`src/rtl/base64_stream_encoder_macros.svh`:
```
// Assertion macros shared by the encoder modules.
`ifndef BASE64_STREAM_ENCODER_MACROS_SVH
`define BASE64_STREAM_ENCODER_MACROS_SVH

// Same-cycle implication, disabled during reset.
`define B64E_ASSERT_IMP(label, clk, rst_n, ante, cons, msg) \
    label: assert property (@(posedge clk) disable iff (!(rst_n)) (ante) |-> (cons)) \
        else $error(msg);

// Next-cycle implication, disabled during reset.
`define B64E_ASSERT_NXT(label, clk, rst_n, ante, cons, msg) \
    label: assert property (@(posedge clk) disable iff (!(rst_n)) (ante) |=> (cons)) \
        else $error(msg);

`endif

```
`src/rtl/b64e_pkg.sv`:
```
// Types, constants and the character table of the Base64 encoder.
package b64e_pkg;

    localparam int unsigned C_CHARS = 4;
    localparam logic [6:0] C_PAD_CODE = 7'd61;
    localparam logic [6:0] C_CODE_PLUS = 7'd43;
    localparam logic [6:0] C_CODE_SLASH = 7'd47;
    localparam logic [6:0] C_OFS_UPPER = 7'd65;
    localparam logic [6:0] C_OFS_LOWER = 7'd71;
    localparam logic [6:0] C_SUB_DIGIT = 7'd4;

    typedef logic [1:0] t_phase;

    typedef struct packed {
        logic [C_CHARS-1:0][5:0] sextet;
        logic [C_CHARS-1:0]      is_pad;
        logic [1:0]              last_idx;
        logic                    fin;
    } t_cmd;

    function automatic logic [6:0] f_sextet_char(input logic [5:0] s);
        logic [6:0] c;
        priority if (s < 6'd26) begin
            c = C_OFS_UPPER + {1'b0, s};
        end else if (s < 6'd52) begin
            c = C_OFS_LOWER + {1'b0, s};
        end else if (s < 6'd62) begin
            c = {1'b0, s} - C_SUB_DIGIT;
        end else if (s == 6'd62) begin
            c = C_CODE_PLUS;
        end else begin
            c = C_CODE_SLASH;
        end
        return c;
    endfunction

endpackage

```
`src/rtl/b64e_front.sv`:
```
// Front end: accepts bytes, tracks group position, builds character commands.
`include "base64_stream_encoder_macros.svh"

module b64e_front (
    input  logic          i_clk,
    input  logic          i_rst_n,
    input  logic          i_tvalid,
    output logic          o_tready,
    input  logic [7:0]    i_data,
    input  logic          i_fin,
    input  logic          i_full,
    output logic          o_push,
    output b64e_pkg::t_cmd o_cmd
);

    b64e_pkg::t_phase r_phase;
    b64e_pkg::t_phase n_phase;
    logic [3:0]       r_left;
    logic [3:0]       n_left;
    b64e_pkg::t_cmd   w_cmd;

    assign o_tready = !i_full;
    assign o_push   = i_tvalid && !i_full;
    assign o_cmd    = w_cmd;

    always_comb begin
        w_cmd         = '0;
        n_phase       = r_phase;
        n_left        = r_left;
        unique case (r_phase)
            2'd1: begin
                w_cmd.sextet[0] = {r_left[1:0], i_data[7:4]};
                w_cmd.last_idx  = 2'd0;
                n_left          = i_data[3:0];
                n_phase         = 2'd2;
            end
            2'd2: begin
                w_cmd.sextet[0] = {r_left, i_data[7:6]};
                w_cmd.sextet[1] = i_data[5:0];
                w_cmd.last_idx  = 2'd1;
                n_left          = 4'd0;
                n_phase         = 2'd0;
            end
            default: begin
                w_cmd.sextet[0] = i_data[7:2];
                w_cmd.last_idx  = 2'd0;
                n_left          = {2'b00, i_data[1:0]};
                n_phase         = 2'd1;
            end
        endcase
        if (i_fin) begin
            w_cmd.fin = 1'b1;
            unique case (n_phase)
                2'd1: begin
                    w_cmd.sextet[1] = {n_left[1:0], 4'b0000};
                    w_cmd.is_pad[2] = 1'b1;
                    w_cmd.is_pad[3] = 1'b1;
                    w_cmd.last_idx  = 2'd3;
                end
                2'd2: begin
                    w_cmd.sextet[1] = {n_left, 2'b00};
                    w_cmd.is_pad[2] = 1'b1;
                    w_cmd.last_idx  = 2'd2;
                end
                default: begin
                    w_cmd.last_idx  = 2'd1;
                end
            endcase
            n_phase = 2'd0;
            n_left  = 4'd0;
        end
    end

    always_ff @(posedge i_clk) begin
        if (!i_rst_n) begin
            r_phase <= 2'd0;
            r_left  <= 4'd0;
        end else if (o_push) begin
            r_phase <= n_phase;
            r_left  <= n_left;
        end
    end

    `B64E_ASSERT_IMP(a_phase_range, i_clk, i_rst_n, 1'b1, r_phase != 2'd3, "phase out of range")
    `B64E_ASSERT_NXT(a_fin_restart, i_clk, i_rst_n, o_push && i_fin,
        r_phase == 2'd0 && r_left == 4'd0, "state not cleared after final byte")

endmodule

```
`src/rtl/b64e_fifo.sv`:
```
// Short command queue between front and back ends.
`include "base64_stream_encoder_macros.svh"

module b64e_fifo #(
    parameter int unsigned P_DEPTH = 2
) (
    input  logic           i_clk,
    input  logic           i_rst_n,
    input  logic           i_push,
    input  b64e_pkg::t_cmd i_cmd,
    input  logic           i_pop,
    output logic           o_full,
    output logic           o_valid,
    output b64e_pkg::t_cmd o_cmd
);

    localparam int unsigned AW = (P_DEPTH > 1) ? $clog2(P_DEPTH) : 1;
    localparam int unsigned CW = $clog2(P_DEPTH + 1);
    localparam logic [AW-1:0] C_LAST_PTR = AW'(P_DEPTH - 1);
    localparam logic [CW-1:0] C_DEPTH = CW'(P_DEPTH);

    b64e_pkg::t_cmd r_mem [P_DEPTH];
    logic [AW-1:0]  r_wr_ptr;
    logic [AW-1:0]  r_rd_ptr;
    logic [CW-1:0]  r_count;

    assign o_full  = (r_count == C_DEPTH);
    assign o_valid = (r_count != '0);
    assign o_cmd   = r_mem[r_rd_ptr];

    always_ff @(posedge i_clk) begin
        if (i_push) begin
            r_mem[r_wr_ptr] <= i_cmd;
        end
    end

    always_ff @(posedge i_clk) begin
        if (!i_rst_n) begin
            r_wr_ptr <= '0;
            r_rd_ptr <= '0;
            r_count  <= '0;
        end else begin
            if (i_push) begin
                r_wr_ptr <= (r_wr_ptr == C_LAST_PTR) ? '0 : r_wr_ptr + 1'b1;
            end
            if (i_pop) begin
                r_rd_ptr <= (r_rd_ptr == C_LAST_PTR) ? '0 : r_rd_ptr + 1'b1;
            end
            unique case ({i_push, i_pop})
                2'b10:   r_count <= r_count + 1'b1;
                2'b01:   r_count <= r_count - 1'b1;
                default: r_count <= r_count;
            endcase
        end
    end

    `B64E_ASSERT_IMP(a_no_pop_empty, i_clk, i_rst_n, i_pop, o_valid, "pop from empty queue")
    `B64E_ASSERT_IMP(a_no_push_full, i_clk, i_rst_n, i_push, !o_full, "push into full queue")

endmodule

```
`src/rtl/b64e_back.sv`:
```
// Back end: steps through each command and drives one character per transfer.
`include "base64_stream_encoder_macros.svh"

module b64e_back (
    input  logic           i_clk,
    input  logic           i_rst_n,
    input  logic           i_valid,
    input  b64e_pkg::t_cmd i_cmd,
    output logic           o_pop,
    output logic           o_tvalid,
    input  logic           i_tready,
    output logic [6:0]     o_char,
    output logic           o_last
);

    logic [1:0] r_idx;
    logic       r_ovalid;
    logic [6:0] r_char;
    logic       r_olast;
    logic       w_adv;
    logic       w_end;
    logic [6:0] w_char;

    assign w_adv  = i_valid && (!r_ovalid || i_tready);
    assign w_end  = (r_idx == i_cmd.last_idx);
    assign o_pop  = w_adv && w_end;
    assign w_char = i_cmd.is_pad[r_idx] ? b64e_pkg::C_PAD_CODE
                                        : b64e_pkg::f_sextet_char(i_cmd.sextet[r_idx]);

    assign o_tvalid = r_ovalid;
    assign o_char   = r_char;
    assign o_last   = r_olast;

    always_ff @(posedge i_clk) begin
        if (!i_rst_n) begin
            r_idx    <= 2'd0;
            r_ovalid <= 1'b0;
        end else if (w_adv) begin
            r_ovalid <= 1'b1;
            r_idx    <= w_end ? 2'd0 : r_idx + 2'd1;
        end else if (i_tready) begin
            r_ovalid <= 1'b0;
        end
    end

    always_ff @(posedge i_clk) begin
        if (w_adv) begin
            r_char  <= w_char;
            r_olast <= i_cmd.fin && w_end;
        end
    end

    `B64E_ASSERT_IMP(a_idx_bound, i_clk, i_rst_n, i_valid, r_idx <= i_cmd.last_idx,
        "character index past end of command")
    `B64E_ASSERT_NXT(a_idx_wrap, i_clk, i_rst_n, o_pop, r_idx == 2'd0,
        "index not rewound after command")

endmodule

```
`src/rtl/base64_stream_encoder.sv`:
```
// Top level of the Base64 stream encoder with padding.
//
//  channel  dir  tdata                          tlast
//  s        in   [7:0] data byte                final byte of message
//  m        out  [6:0] char code, [7] zero      final character of message
//
// One character leaves per cycle while m is ready; a byte is taken per cycle while the
// queue has room. Sustained rate is set by the single-character output. A final byte
// emits 2 to 4 characters, padding included. i_rst_n low clears group state, queue
// and output valid. m stalls hold the output register; the queue of P_DEPTH
// commands keeps s flowing until it fills.
module base64_stream_encoder #(
    parameter int unsigned P_DEPTH = 2
) (
    input  logic       i_clk,
    input  logic       i_rst_n,
    input  logic       i_s_tvalid,
    output logic       o_s_tready,
    input  logic [7:0] i_s_tdata,   // [7:0] data_byte
    input  logic       i_s_tlast,
    output logic       o_m_tvalid,
    input  logic       i_m_tready,
    output logic [7:0] o_m_tdata,   // [6:0] char_code, [7] zero
    output logic       o_m_tlast
);

    logic           w_push;
    logic           w_pop;
    logic           w_full;
    logic           w_valid;
    b64e_pkg::t_cmd w_cmd_in;
    b64e_pkg::t_cmd w_cmd_out;
    logic [6:0]     w_char;

    b64e_front u_front (
        .i_clk    (i_clk),
        .i_rst_n  (i_rst_n),
        .i_tvalid (i_s_tvalid),
        .o_tready (o_s_tready),
        .i_data   (i_s_tdata),
        .i_fin    (i_s_tlast),
        .i_full   (w_full),
        .o_push   (w_push),
        .o_cmd    (w_cmd_in)
    );

    b64e_fifo #(
        .P_DEPTH (P_DEPTH)
    ) u_fifo (
        .i_clk   (i_clk),
        .i_rst_n (i_rst_n),
        .i_push  (w_push),
        .i_cmd   (w_cmd_in),
        .i_pop   (w_pop),
        .o_full  (w_full),
        .o_valid (w_valid),
        .o_cmd   (w_cmd_out)
    );

    b64e_back u_back (
        .i_clk    (i_clk),
        .i_rst_n  (i_rst_n),
        .i_valid  (w_valid),
        .i_cmd    (w_cmd_out),
        .o_pop    (w_pop),
        .o_tvalid (o_m_tvalid),
        .i_tready (i_m_tready),
        .o_char   (w_char),
        .o_last   (o_m_tlast)
    );

    assign o_m_tdata = {1'b0, w_char};

endmodule

```
`config.mk`:
```
export PLATFORM = sky130hd
export DESIGN_NAME = base64_stream_encoder
export DESIGN_NICKNAME = d
export VERILOG_FILES = /design/src/rtl/b64e_pkg.sv /design/src/rtl/b64e_front.sv /design/src/rtl/b64e_fifo.sv /design/src/rtl/b64e_back.sv /design/src/rtl/base64_stream_encoder.sv
export VERILOG_INCLUDE_DIRS = /design/src /design/src/rtl
export SDC_FILE = /design/constraint.sdc
export NUM_CORES = 1
export LEC_CHECK = 0
export BUFFER_PORTS_ARGS = -buffer_cell sky130_fd_sc_hd__buf_2
export CAP_MARGIN = 20
export CORE_MARGIN = 8
export CORE_UTILIZATION = 45
export DETAILED_ROUTE_END_ITERATION = 8
export PLACE_DENSITY = 0.68
export SYNTH_ARGS = -nofsm -noshare
export SYNTH_HDL_FRONTEND = slang
export SYNTH_SLANG_ARGS = --single-unit
```
`constraint.sdc`:
```
create_clock -name i_clk -period 2.7 [get_ports i_clk]
set_clock_uncertainty 0.05 [all_clocks]
set_input_delay 0.54 -clock i_clk [delete_from_list [all_inputs] [get_ports i_clk]]
set_output_delay 0.54 -clock i_clk [all_outputs]
set_load 0.05 [all_outputs]
```
==> results of run 1 <==
metrics by stage:
step                      setup slack [ps]  cell area [sq um]  total power [W]  instances  utilization, %
after floorplan                        157               2840          0.00274        247               -
after global placement                 256               3040          0.00311        343            49.0
after detailed placement               231               3040          0.00314        343            49.0
after CTS                              222               3150          0.00370        351            50.8
after global routing                  43.0               3150          0.00392        351            50.8
final                                  219               3150          0.00367        351            50.8
routing by layer:
layer	up-vias	GRT usage (%)	share of wire, %
met2	38	20.5	49
li1	958	-	-
met4	0	6.02	2.6
met5	-	0	0
met1	909	14.0	44
met3	11	3.31	4.8
logic make-up (layout without fill, tap and decap cells):
| logic type | count (synthesis) | in the layout | synth area share, % |
|---|---|---|---|
| and+or+nand+nor | 68 | 68 | 12.7 |
| AOI/OAI and AO/OA | 64 | 64 | 15.6 |
| DFF | 54 | 54 | 52.3 |
| buffers and inverters | 26 | 53 | 4.50 |
| muxes | 17 | 17 | 8.30 |
| adders and majority gates | 10 | 10 | 4.41 |
| xor gates and xnor gates | 7 | 7 | 2.16 |
| other | 1 | 1 | 0.132 |
state kept, by name, indices dropped and copies added (netlist names), named ones only:
name	flops
u_fifo.r_mem	32
u_back.o_char	7
u_front.r_left	4
u_back.r_idx	2
u_fifo.r_count	2
u_front.r_phase	2
u_back.o_last	1
u_back.o_tvalid	1
u_fifo.r_rd_ptr	1
u_fifo.r_wr_ptr	1
cells in the final DEF, fill, tap and decap left out, types with 4 or more instances in the layout:
cell type / instances
sky130_fd_sc_hd__nor3_1: 4
sky130_fd_sc_hd__clkbuf_8: 6
sky130_fd_sc_hd__inv_1: 12
sky130_fd_sc_hd__nor2_1: 11
sky130_fd_sc_hd__nand3_1: 9
sky130_fd_sc_hd__a22oi_1: 10
sky130_fd_sc_hd__o21ai_0: 14
sky130_fd_sc_hd__dfxtp_1: 14
sky130_fd_sc_hd__nor2b_1: 9
sky130_fd_sc_hd__mux2i_1: 10
sky130_fd_sc_hd__a21oi_1: 12
sky130_fd_sc_hd__ha_1: 10
sky130_fd_sc_hd__buf_2: 22
sky130_fd_sc_hd__edfxtp_1: 40
sky130_fd_sc_hd__and2_1: 5
sky130_fd_sc_hd__xnor2_1: 4
sky130_fd_sc_hd__nand2_1: 13
sky130_fd_sc_hd__buf_4: 10
sky130_fd_sc_hd__a21boi_0: 4
sky130_fd_sc_hd__nand2b_1: 4
sky130_fd_sc_hd__mux4_2: 5
worst max-delay path by stage:
| stage | from | end | slack, ps | depth (start not counted) |
|---|---|---|---|---|
| after floorplan | flip-flop | u_back.o_char[2] | 160 | 10 |
| after global placement | flip-flop | u_back.o_char[2] | 260 | 7 |
| after detailed placement | flip-flop | u_back.o_char[1] | 230 | 8 |
| after CTS | flip-flop | u_back.o_char[2] | 220 | 7 |
| after global routing | flip-flop | u_back.o_char[2] | 40 | 7 |
| final | flip-flop | u_back.o_char[2] | 220 | 7 |
area by class of cell:
class	instances	share of cell area, %
Clock inverter	1	0.952
Sequential cell	54	47.0
Tap cell	77	3.05
Multi-Input combinational cell	167	38.9
Clock buffer	7	2.74
Inverter	13	1.55
Timing Repair Buffer	32	5.87
power by group:
| group | switching, W | total [W] | internal (W) |
|---|---|---|---|
| clock network | 0.000253 | 0.000555 | 0.000303 |
| registers | 0.0000888 | 0.00124 | 0.00116 |
| logic | 0.00113 | 0.00187 | 0.000736 |
critical path, stage by stage, from the launching register on:
cell and delay, ps:
sky130_fd_sc_hd__dfxtp_1 430, sky130_fd_sc_hd__mux4_2 570, sky130_fd_sc_hd__nand2_1 150, sky130_fd_sc_hd__ha_1 200, sky130_fd_sc_hd__nand2b_1 240, sky130_fd_sc_hd__nor2_1 140, sky130_fd_sc_hd__o311ai_0 300, sky130_fd_sc_hd__o211ai_1 130
==> summary.json, run 1 <==
{
  "status": {"value": "completed"},
  "cts_root_buf": {"value": "sky130_fd_sc_hd__clkbuf_8"},
  "global_route.usage.total": {"value": 12.2, "unit": "%"},
  "mappedNetlistNets": {"value": 270},
  "hold_viol_final": {"value": 0},
  "number_of_antenna_repair_diodes": {"value": 0},
  "floorplan.die.width": {"value": 95.4, "unit": "um"},
  "ys_dominant_reg_cell": {"value": "sky130_fd_sc_hd__edfxtp_1"},
  "reg2reg_to": {"value": "u_back.o_char[2]"},
  "route.vias.total": {"value": 1916},
  "worst_slew_margin_rel": {"value": 64.5, "unit": "%"},
  "timing.hold.worst_endpoint": {"value": "u_fifo.r_count[1]"},
  "setup-violations-final": {"value": 0},
  "ff2ff_setup_slack": {"value": 220, "unit": "ps"},
  "timing.critical_path.arrival": {"value": 2470, "unit": "ps"},
  "post_synth_most_frequent_cells": {"value": "40 x sky130_fd_sc_hd__edfxtp_1, 14 x sky130_fd_sc_hd__dfxtp_1, 14 x sky130_fd_sc_hd__o21ai_0"},
  "min_path_type": {"value": "flip-flop to flip-flop"},
  "timing.reg2reg.worst_path_depth": {"value": 7},
  "synth_area_leaders": {"value": "sky130_fd_sc_hd__edfxtp_1 42%, sky130_fd_sc_hd__dfxtp_1 9.9%, sky130_fd_sc_hd__ha_1 4.4%"},
  "share_of_the_synthesized_area_in_the_top_cell_type": {"value": 42.4, "unit": "%"},
  "syn-cell-area": {"value": 2840, "unit": "sq um"},
  "number_of_antenna_violations_at_the_first_check_in_global_routing": {"value": 0},
  "io-pin-count": {"value": 24},
  "vias_per_cell": {"value": 5.46},
  "portBuffers": {"value": 22},
  "post-route-drc-count": {"value": 0},
  "min_path_cells": {"value": 2},
  "routabilityCongestion": {"value": 0.864},
  "hpwl": {"value": 4000, "unit": "um"},
  "synth.lib_cells_used.distinct": {"value": 55},
  "max_slew.worst_pin.slew": {"value": 533, "unit": "ps"},
  "layout_cells_sized_above_1": {"value": 20.4, "unit": "%"},
  "grt_remaining_overflow": {"value": 0},
  "finalSetupTns": {"value": 0, "unit": "ps"},
  "number_of_enable_flip_flop_cells_after_synthesis": {"value": 40},
  "maxCapViolCount": {"value": 0},
  "cts_inserted_buffers": {"value": 5},
  "critical_path_class": {"value": "flip-flop to flip-flop"},
  "async_reset_ff_share": {"value": 0, "unit": "%"},
  "average_detailed_routed_wire_length_per_instance": {"value": 14.6, "unit": "um"},
  "min_from": {"value": "u_fifo.r_count[1]"},
  "drv_slew": {"value": 0},
  "die-area": {"value": 9100, "unit": "sq um"},
  "holdBufCountCts": {"value": 0},
  "clock-sinks": {"value": 54},
  "final_antenna_net_count": {"value": 0},
  "synthesis.instances": {"value": 247},
  "wire_length_of_the_first_global_routing_pass": {"value": 8680, "unit": "um"},
  "core_area": {"value": 6200, "unit": "sq um"},
  "register_area": {"value": 1480, "unit": "sq um"},
  "final.min_clock_period": {"value": 2480, "unit": "ps"},
  "synthMostInstantiatedCell": {"value": "sky130_fd_sc_hd__edfxtp_1"},
  "cts-root-to-sink-buffers": {"value": 2},
  "worstSkewPairLatency": {"value": 300, "unit": "ps"},
  "unrepaired_setup_endpoints_after_global_routing": {"value": "no"},
  "chipHeight": {"value": 95.4, "unit": "um"},
  "cts-resized-gates": {"value": 0},
  "drt-total-wl": {"value": 5120, "unit": "um"},
  "seq_cells_post_synth": {"value": 54},
  "worst_setup_hold_path_clk_slew": {"value": 90, "unit": "ps"},
  "core.rowCount": {"value": 29},
  "synth-warning-count": {"value": 0},
  "initial_core_util": {"value": 45.7, "unit": "%"},
  "cts_setup_buffers": {"value": 0},
  "largest_net_degree_at_the_start_of_global_routing": {"value": 22},
  "crit_path_end_kind": {"value": "flip-flop"},
  "first_global_vias": {"value": 1872},
  "synth.avg_cell_area": {"value": 11.5, "unit": "sq um"},
  "maxClockFrequency": {"value": 403, "unit": "MHz"},
  "footprint_of_the_multi_input_gates": {"value": 1230, "unit": "sq um"},
  "hold_slack": {"value": 503, "unit": "ps"},
  "cp_data_required_time": {"value": 2690, "unit": "ps"},
  "static-leakage-power": {"value": 1.17, "unit": "nW"},
  "timing.critical_path.fanout_max": {"value": 6},
  "layout_worst_path_cycle_share": {"value": 91.9, "unit": "%"},
  "ctsHtreeMaxLevel": {"value": 2},
  "final_nets": {"value": 296},
  "critical_path.startpoint_type": {"value": "flip-flop"},
  "ys_seq_area_share": {"value": 52.3, "unit": "%"},
  "drt_pre_antenna_iters": {"value": 4},
  "ir_worst_vdd": {"value": 0.000572, "unit": "V"},
  "drtIter0Drc": {"value": 93},
  "cts_tree": {"value": "done"},
  "synthDominantAreaCellType": {"value": "sky130_fd_sc_hd__edfxtp_1"},
  "syn2layout_area_growth": {"value": 11.3, "unit": "%"},
  "power.density_cell_area": {"value": 1160, "unit": "nW/um^2"},
  "num-fill-cells": {"value": 542}
}
Power figures use the tool's default switching activity.
==> run 2, diff against run 1 <==
- ABC_AREA: not set -> 1
==> summary.json, run 2 <==
{
  "vias_per_cell": {"value": 5.04},
  "syn2layout_area_growth": {"value": 9.85, "unit": "%"},
  "final.min_clock_period": {"value": 2180, "unit": "ps"},
  "drt-total-wl": {"value": 5800, "unit": "um"},
  "post-route-drc-count": {"value": 0},
  "first_global_vias": {"value": 2185},
  "async_reset_ff_share": {"value": 0, "unit": "%"},
  "number_of_antenna_repair_diodes": {"value": 0},
  "cts_inserted_buffers": {"value": 5},
  "layout_worst_path_cycle_share": {"value": 80.8, "unit": "%"},
  "final_nets": {"value": 384},
  "setup-violations-final": {"value": 0},
  "route.vias.total": {"value": 2213},
  "layout.cells.most_common": {"value": "sky130_fd_sc_hd__nand2_1"},
  "cp_data_required_time": {"value": 2700, "unit": "ps"},
  "post-route-util": {"value": 51.5, "unit": "%"},
  "reg2reg_to": {"value": "u_back.o_char[3]"},
  "synthDominantAreaCellType": {"value": "sky130_fd_sc_hd__edfxtp_1"},
  "hold_viol_final": {"value": 0},
  "drt_pre_antenna_iters": {"value": 4},
  "setup.worst_path.end": {"value": "u_back.o_char[3]"},
  "average_detailed_routed_wire_length_per_instance": {"value": 13.2, "unit": "um"},
  "min_path_type": {"value": "flip-flop to flip-flop"},
  "maxCapViolCount": {"value": 0},
  "critical_path_class": {"value": "flip-flop to flip-flop"},
  "cts_setup_buffers": {"value": 0},
  "largest_register_ff_count": {"value": 32},
  "drv_slew": {"value": 0},
  "hpwl": {"value": 4510, "unit": "um"},
  "critical_path.startpoint_type": {"value": "flip-flop"},
  "synth_area_leaders": {"value": "sky130_fd_sc_hd__edfxtp_1 40%, sky130_fd_sc_hd__nand2_1 11%, sky130_fd_sc_hd__dfxtp_1 9.4%"},
  "synth.lib_cells_used.distinct": {"value": 33},
  "routabilityCongestion": {"value": 0.850},
  "worstPathCellList": {"value": "buf_4, inv_8, nand2_1, nand3_1, nand2_2, nor2_4, ha_1, nand4_1, nand2_1, nand2_2, nand2_2, nor2_1, nor2_1, nand2_1"},
  "timing.critical_path.fanout_max": {"value": 17},
  "core_area": {"value": 6390, "unit": "sq um"},
  "static-leakage-power": {"value": 1.41, "unit": "nW"},
  "portBuffers": {"value": 22},
  "maxClockFrequency": {"value": 459, "unit": "MHz"},
  "max_stage_delay": {"value": 310, "unit": "ps"},
  "share_of_the_synthesized_area_in_the_top_cell_type": {"value": 40.1, "unit": "%"},
  "ys_dominant_reg_cell": {"value": "sky130_fd_sc_hd__edfxtp_1"},
  "clock-sinks": {"value": 54},
  "io-pin-count": {"value": 24},
  "crit_path_end_kind": {"value": "flip-flop"},
  "number_of_antenna_violations_at_the_first_check_in_global_routing": {"value": 0},
  "timing.critical_path.arrival": {"value": 2180, "unit": "ps"},
  "layout_cells_sized_above_1": {"value": 20.4, "unit": "%"},
  "die-area": {"value": 9530, "unit": "sq um"},
  "cts_root_buf": {"value": "sky130_fd_sc_hd__clkbuf_8"},
  "grt_remaining_overflow": {"value": 0},
  "finalSetupTns": {"value": 0, "unit": "ps"},
  "worst_slack": {"value": 520, "unit": "ps"},
  "cts_tree": {"value": "done"},
  "crit_slowest_cell": {"value": "sky130_fd_sc_hd__dfxtp_1"},
  "top_register": {"value": "u_fifo.r_mem"},
  "synth-warning-count": {"value": 0},
  "max_slew.worst_pin.slew": {"value": 691, "unit": "ps"},
  "ff2ff_setup_slack": {"value": 520, "unit": "ps"},
  "syn-cell-area": {"value": 3000, "unit": "sq um"},
  "ys_seq_area_share": {"value": 49.4, "unit": "%"},
  "mappedNetlistNets": {"value": 357},
  "seq_cells_post_synth": {"value": 54},
  "unrepaired_setup_endpoints_after_global_routing": {"value": "no"},
  "final_cell_mix": {"value": "87 x sky130_fd_sc_hd__nand2_1, 40 x sky130_fd_sc_hd__edfxtp_1, 35 x sky130_fd_sc_hd__inv_1, 30 x sky130_fd_sc_hd__nand3_1, 27 x sky130_fd_sc_hd__nor2_1"},
  "initial_core_util": {"value": 46.9, "unit": "%"},
  "status": {"value": "completed"},
  "cts-resized-gates": {"value": 0},
  "final_antenna_net_count": {"value": 0},
  "worst_setup_hold_path_clk_slew": {"value": 100, "unit": "ps"},
  "timing.reg2reg.worst_path_depth": {"value": 14},
  "worstSkewPairLatency": {"value": 300, "unit": "ps"},
  "synthesis.instances": {"value": 334},
  "chipHeight": {"value": 97.6, "unit": "um"},
  "holdBufCountCts": {"value": 0},
  "ctsHtreeMaxLevel": {"value": 2},
  "core.rowCount": {"value": 29},
  "pre_cts_slack": {"value": 534, "unit": "ps"},
  "cts-root-to-sink-buffers": {"value": 2},
  "placed_area": {"value": 3180, "unit": "sq um"},
  "floorplan.die.width": {"value": 97.6, "unit": "um"},
  "post-route-cell-area": {"value": 3290, "unit": "sq um"},
  "synthMostInstantiatedCell": {"value": "sky130_fd_sc_hd__nand2_1"},
  "worst_slew_margin_rel": {"value": 53.5, "unit": "%"},
  "wire_length_of_the_first_global_routing_pass": {"value": 10100, "unit": "um"},
  "power.density_cell_area": {"value": 1250, "unit": "nW/um^2"},
  "drtIter0Drc": {"value": 141},
  "synth.avg_cell_area": {"value": 8.97, "unit": "sq um"},
  "ir_worst_vdd": {"value": 0.000916, "unit": "V"},
  "post_synth_most_frequent_cells": {"value": "87 x sky130_fd_sc_hd__nand2_1, 40 x sky130_fd_sc_hd__edfxtp_1, 35 x sky130_fd_sc_hd__inv_1"},
  "global_route.usage.total": {"value": 12.4, "unit": "%"},
  "largest_net_degree_at_the_start_of_global_routing": {"value": 18},
  "number_of_enable_flip_flop_cells_after_synthesis": {"value": 40}
}
## run 2: cell types whose count changed in the layout (fill, tap and decap cells not counted), moves of 6 or more
cell,before,now
sky130_fd_sc_hd__mux2i_1,10,0
sky130_fd_sc_hd__nor2_1,11,27
sky130_fd_sc_hd__nor2b_1,9,0
sky130_fd_sc_hd__a22oi_1,10,4
sky130_fd_sc_hd__nand2_2,1,11
sky130_fd_sc_hd__nand2_1,13,87
sky130_fd_sc_hd__nand3_1,9,30
sky130_fd_sc_hd__inv_1,12,35
sky130_fd_sc_hd__nand3_2,0,8
## run 2: metal layers
metal	up-vias	global-route usage [%]	routed length (um)
met3	6	3.20	233
met5	-	0	0
met2	42	21.5	2780
li1	1150	-	-
met4	0	3.61	49
met1	1015	14.6	2740
## run 2: how the worst min path moves through the flow
| stage | start | end | depth (start not counted) |
|---|---|---|---|
| global placement | u_front.r_left[2] | u_front.r_left[2] | 2 |
| detailed placement | u_front.r_left[2] | u_front.r_left[2] | 2 |
| CTS | i_s_tlast | u_fifo.r_mem[0][0] | 1 |
| floorplan | u_fifo.r_count[1] | u_fifo.r_count[1] | 1 |
| global route | i_s_tlast | u_fifo.r_mem[1][0] | 1 |
| finish | u_front.r_left[2] | u_front.r_left[2] | 2 |
## run 2: logic make-up (layout without fill, tap and decap cells)
group | Yosys count | after routing | share of synthesized area, %
buffers and inverters | 49 | 77 | 7.68
and+or+nand+nor | 176 | 176 | 28.9
AOI/OAI and AO/OA | 40 | 40 | 8.23
xor gates and xnor gates | 4 | 4 | 1.42
adders and majority gates | 10 | 10 | 4.18
DFF | 54 | 54 | 49.4
other | 1 | 1 | 0.125
## run 2: report_power, final
| part | internal, W | leakage (nW) | switching (W) |
|---|---|---|---|
| Clock | 0.000265 | 0.0566 | 0.000249 |
| Sequential | 0.00118 | 0.494 | 0.0000787 |
| Combinational | 0.000720 | 0.859 | 0.00162 |
## run 2: critical path: cells and delay by family (launching register included)
family,cells,cell delay (ps)
adder cells (fa/ha/maj),1,210
buffers and inverters,2,320
flip-flops,1,310
AND/OR/NAND/NOR,11,1030
## run 2: layout make-up
type	count	area [sq um]
multi-input combinational	231	1280
tap	77	96.3
sequential	54	1480
fill	591	3090
timing repair buffer	27	148
inverter	42	170
clock buffer	8	111
## run 2: through the flow
step,hold WS (ps),power (W),cells
final,420,0.00411,439
after global routing,426,0.00446,439
after CTS,420,0.00414,439
after detailed placement,407,0.00362,431
after global placement,403,0.00360,431
after floorplan,393,0.00318,334
==> run 3, diff against run 2 <==
- PLACE_DENSITY: 0.68 -> 0.66
- clock period: 2.7 -> 2.2 ns (I/O delays scaled with it)
==> summary.json, run 3 (synthesized netlist as in run 2, its figures left out) <==
{
  "cell_internal_pwr": {"value": 0.00281, "unit": "W"},
  "footprint_of_the_multi_input_gates": {"value": 1340, "unit": "sq um"},
  "maxClockFrequency": {"value": 489, "unit": "MHz"},
  "core.rowCount": {"value": 29},
  "critical_path.startpoint_type": {"value": "flip-flop"},
  "critical_path_class": {"value": "flip-flop to flip-flop"},
  "cts_root_buf": {"value": "sky130_fd_sc_hd__clkbuf_8"},
  "floorplan.die.width": {"value": 97.6, "unit": "um"},
  "finalSetupTns": {"value": 0, "unit": "ps"},
  "route.vias.total": {"value": 2231},
  "cts-root-to-sink-buffers": {"value": 2},
  "final_nets": {"value": 390},
  "post-route-util": {"value": 53.4, "unit": "%"},
  "netSwitchingPower": {"value": 0.00246, "unit": "W"},
  "largest_register_ff_count": {"value": 32},
  "chipHeight": {"value": 97.6, "unit": "um"},
  "cts_tree": {"value": "done"},
  "post-route-drc-count": {"value": 0},
  "ctsHtreeMaxLevel": {"value": 2},
  "share_seq_of_total_power": {"value": 29.4, "unit": "%"},
  "cts_inserted_buffers": {"value": 5},
  "grt_remaining_overflow": {"value": 0},
  "worstSkewPairLatency": {"value": 310, "unit": "ps"},
  "first_global_vias": {"value": 2179},
  "wire_length_of_the_first_global_routing_pass": {"value": 9740, "unit": "um"},
  "num-fill-cells": {"value": 567},
  "layout_cells_sized_above_1": {"value": 23.6, "unit": "%"},
  "routabilityCongestion": {"value": 0.915},
  "drt_pre_antenna_iters": {"value": 4},
  "maxCapViolCount": {"value": 0},
  "largest_net_degree_at_the_start_of_global_routing": {"value": 18},
  "clockPowerShare": {"value": 12.4, "unit": "%"},
  "timing.critical_path.arrival": {"value": 2070, "unit": "ps"},
  "hold_viol_final": {"value": 0},
  "number_of_antenna_repair_diodes": {"value": 0},
  "hpwl": {"value": 4550, "unit": "um"},
  "layout.cells.most_common": {"value": "sky130_fd_sc_hd__nand2_1"},
  "register_area": {"value": 1480, "unit": "sq um"},
  "number_of_antenna_violations_at_the_first_check_in_global_routing": {"value": 0},
  "final_antenna_net_count": {"value": 0},
  "drv_slew": {"value": 0},
  "vias_per_cell": {"value": 5.01},
  "drtIter0Drc": {"value": 77},
  "setup-violations-final": {"value": 0},
  "final.min_clock_period": {"value": 2040, "unit": "ps"},
  "min_from": {"value": "i_s_tlast"},
  "placed_cells": {"value": 435},
  "max_slew.worst_pin.slew": {"value": 547, "unit": "ps"},
  "global_route.usage.total": {"value": 12.3, "unit": "%"},
  "timing.critical_path.fanout_max": {"value": 17},
  "die-area": {"value": 9530, "unit": "sq um"},
  "average_detailed_routed_wire_length_per_instance": {"value": 12.9, "unit": "um"},
  "power_switching_share": {"value": 46.7, "unit": "%"},
  "drt-total-wl": {"value": 5760, "unit": "um"},
  "hold_slack": {"value": 320, "unit": "ps"},
  "worst_slew_margin_rel": {"value": 63.4, "unit": "%"},
  "timing.reg2reg.worst_path_depth": {"value": 14},
  "static-leakage-power": {"value": 1.44, "unit": "nW"},
  "pre_cts_slack": {"value": 137, "unit": "ps"},
  "core_area": {"value": 6390, "unit": "sq um"},
  "ir_worst_vdd": {"value": 0.00113, "unit": "V"},
  "io-pin-count": {"value": 24},
  "top_register": {"value": "u_fifo.r_mem"},
  "worst_slack": {"value": 157, "unit": "ps"},
  "power.share.combinational": {"value": 58.2, "unit": "%"},
  "post_layout_nonfiller_instances": {"value": 445},
  "min_path_cells": {"value": 1},
  "layout_worst_path_cycle_share": {"value": 92.9, "unit": "%"},
  "crit_path_end_kind": {"value": "flip-flop"},
  "cp_data_required_time": {"value": 2220, "unit": "ps"},
  "min_path_type": {"value": "primary input to flip-flop"},
  "portBuffers": {"value": 22},
  "worst_setup_hold_path_clk_slew": {"value": 90, "unit": "ps"},
  "final_cell_mix": {"value": "87 x sky130_fd_sc_hd__nand2_1, 40 x sky130_fd_sc_hd__edfxtp_1, 35 x sky130_fd_sc_hd__inv_1, 29 x sky130_fd_sc_hd__nand3_1, 27 x sky130_fd_sc_hd__nor2_1"},
  "syn2layout_area_growth": {"value": 13.9, "unit": "%"},
  "power.density_cell_area": {"value": 1550, "unit": "nW/um^2"},
  "initial_core_util": {"value": 46.9, "unit": "%"},
  "holdBufCountCts": {"value": 0},
  "status": {"value": "completed"},
  "clock-sinks": {"value": 54}
}
## run 3: cell types whose count changed in the layout (fill, tap and decap cells not counted), moves of 2 or more
cell,previous run,this run
sky130_fd_sc_hd__clkinvlp_4,0,2
sky130_fd_sc_hd__buf_4,5,10
sky130_fd_sc_hd__ha_4,0,2
sky130_fd_sc_hd__ha_1,10,8
## run 3: metal layers
layer  vias to the layer above  global-route usage (%)  wire (um)
met5                         -                       0          0
met4                         0                    5.59         99
met3                         7                    3.34        229
met2                        39                    20.4       2750
met1                      1021                    14.3       2680
li1                       1164                       -          -
## run 3: what timing repair did
action | 4_1_cts | 5_1_grt
resized for setup | 0 | 10
setup endpoints to repair | 0 | 5
buffers inserted | 0 | 2
hold endpoints to repair | 0 | 0
## run 3: worst paths after layout
| path | slack (ps) | endpoint |
|---|---|---|
| setup / recovery | 160 | u_back.o_char[3] |
| hold / removal | 320 | u_fifo.r_mem[0][0] |
| setup reg to reg | 160 | u_back.o_char[3] |
| hold reg to reg | 440 | u_front.r_left[3] |
## run 3: critical path: stages, from the launching register on
cell and delay (ps):
sky130_fd_sc_hd__dfxtp_2 340, sky130_fd_sc_hd__buf_12 150, sky130_fd_sc_hd__clkinv_8 80, sky130_fd_sc_hd__nand2_1 70
sky130_fd_sc_hd__nand3_2 80, sky130_fd_sc_hd__nand2_2 70, sky130_fd_sc_hd__nor2_4 220, sky130_fd_sc_hd__ha_4 170
sky130_fd_sc_hd__nand4_1 90, sky130_fd_sc_hd__nand2_1 100, sky130_fd_sc_hd__nand2_2 100, sky130_fd_sc_hd__nand2_4 110
sky130_fd_sc_hd__nor2_1 40, sky130_fd_sc_hd__nor2_1 70, sky130_fd_sc_hd__nand2_1 60
## run 3: power by group through the flow
stage	clock (W)	combinational [W]	sequential, W
after floorplan	0	0.00204	0.00186
after global placement	0	0.00289	0.00157
after detailed placement	0	0.00293	0.00157
after CTS	0.000670	0.00294	0.00155
after global routing	0.000703	0.00346	0.00157
final	0.000654	0.00307	0.00155
## run 3: layout make-up
class,instances,share of cell area (%)
inverters,42,5.13
multi-input cells,231,39.2
well taps,77,2.82
repair buffers,33,6.01
flip-flops and latches,54,43.5
clock inverters,3,1.32
clock buffers,5,2.02
## run 3: metrics by stage
| stage | instance area, sq um | total power [W] |
|---|---|---|
| after CTS | 3340 | 0.00516 |
| after floorplan | 3000 | 0.00390 |
| after global routing | 3410 | 0.00573 |
| after global placement | 3230 | 0.00446 |
| after detailed placement | 3230 | 0.00450 |
| final | 3410 | 0.00528 |
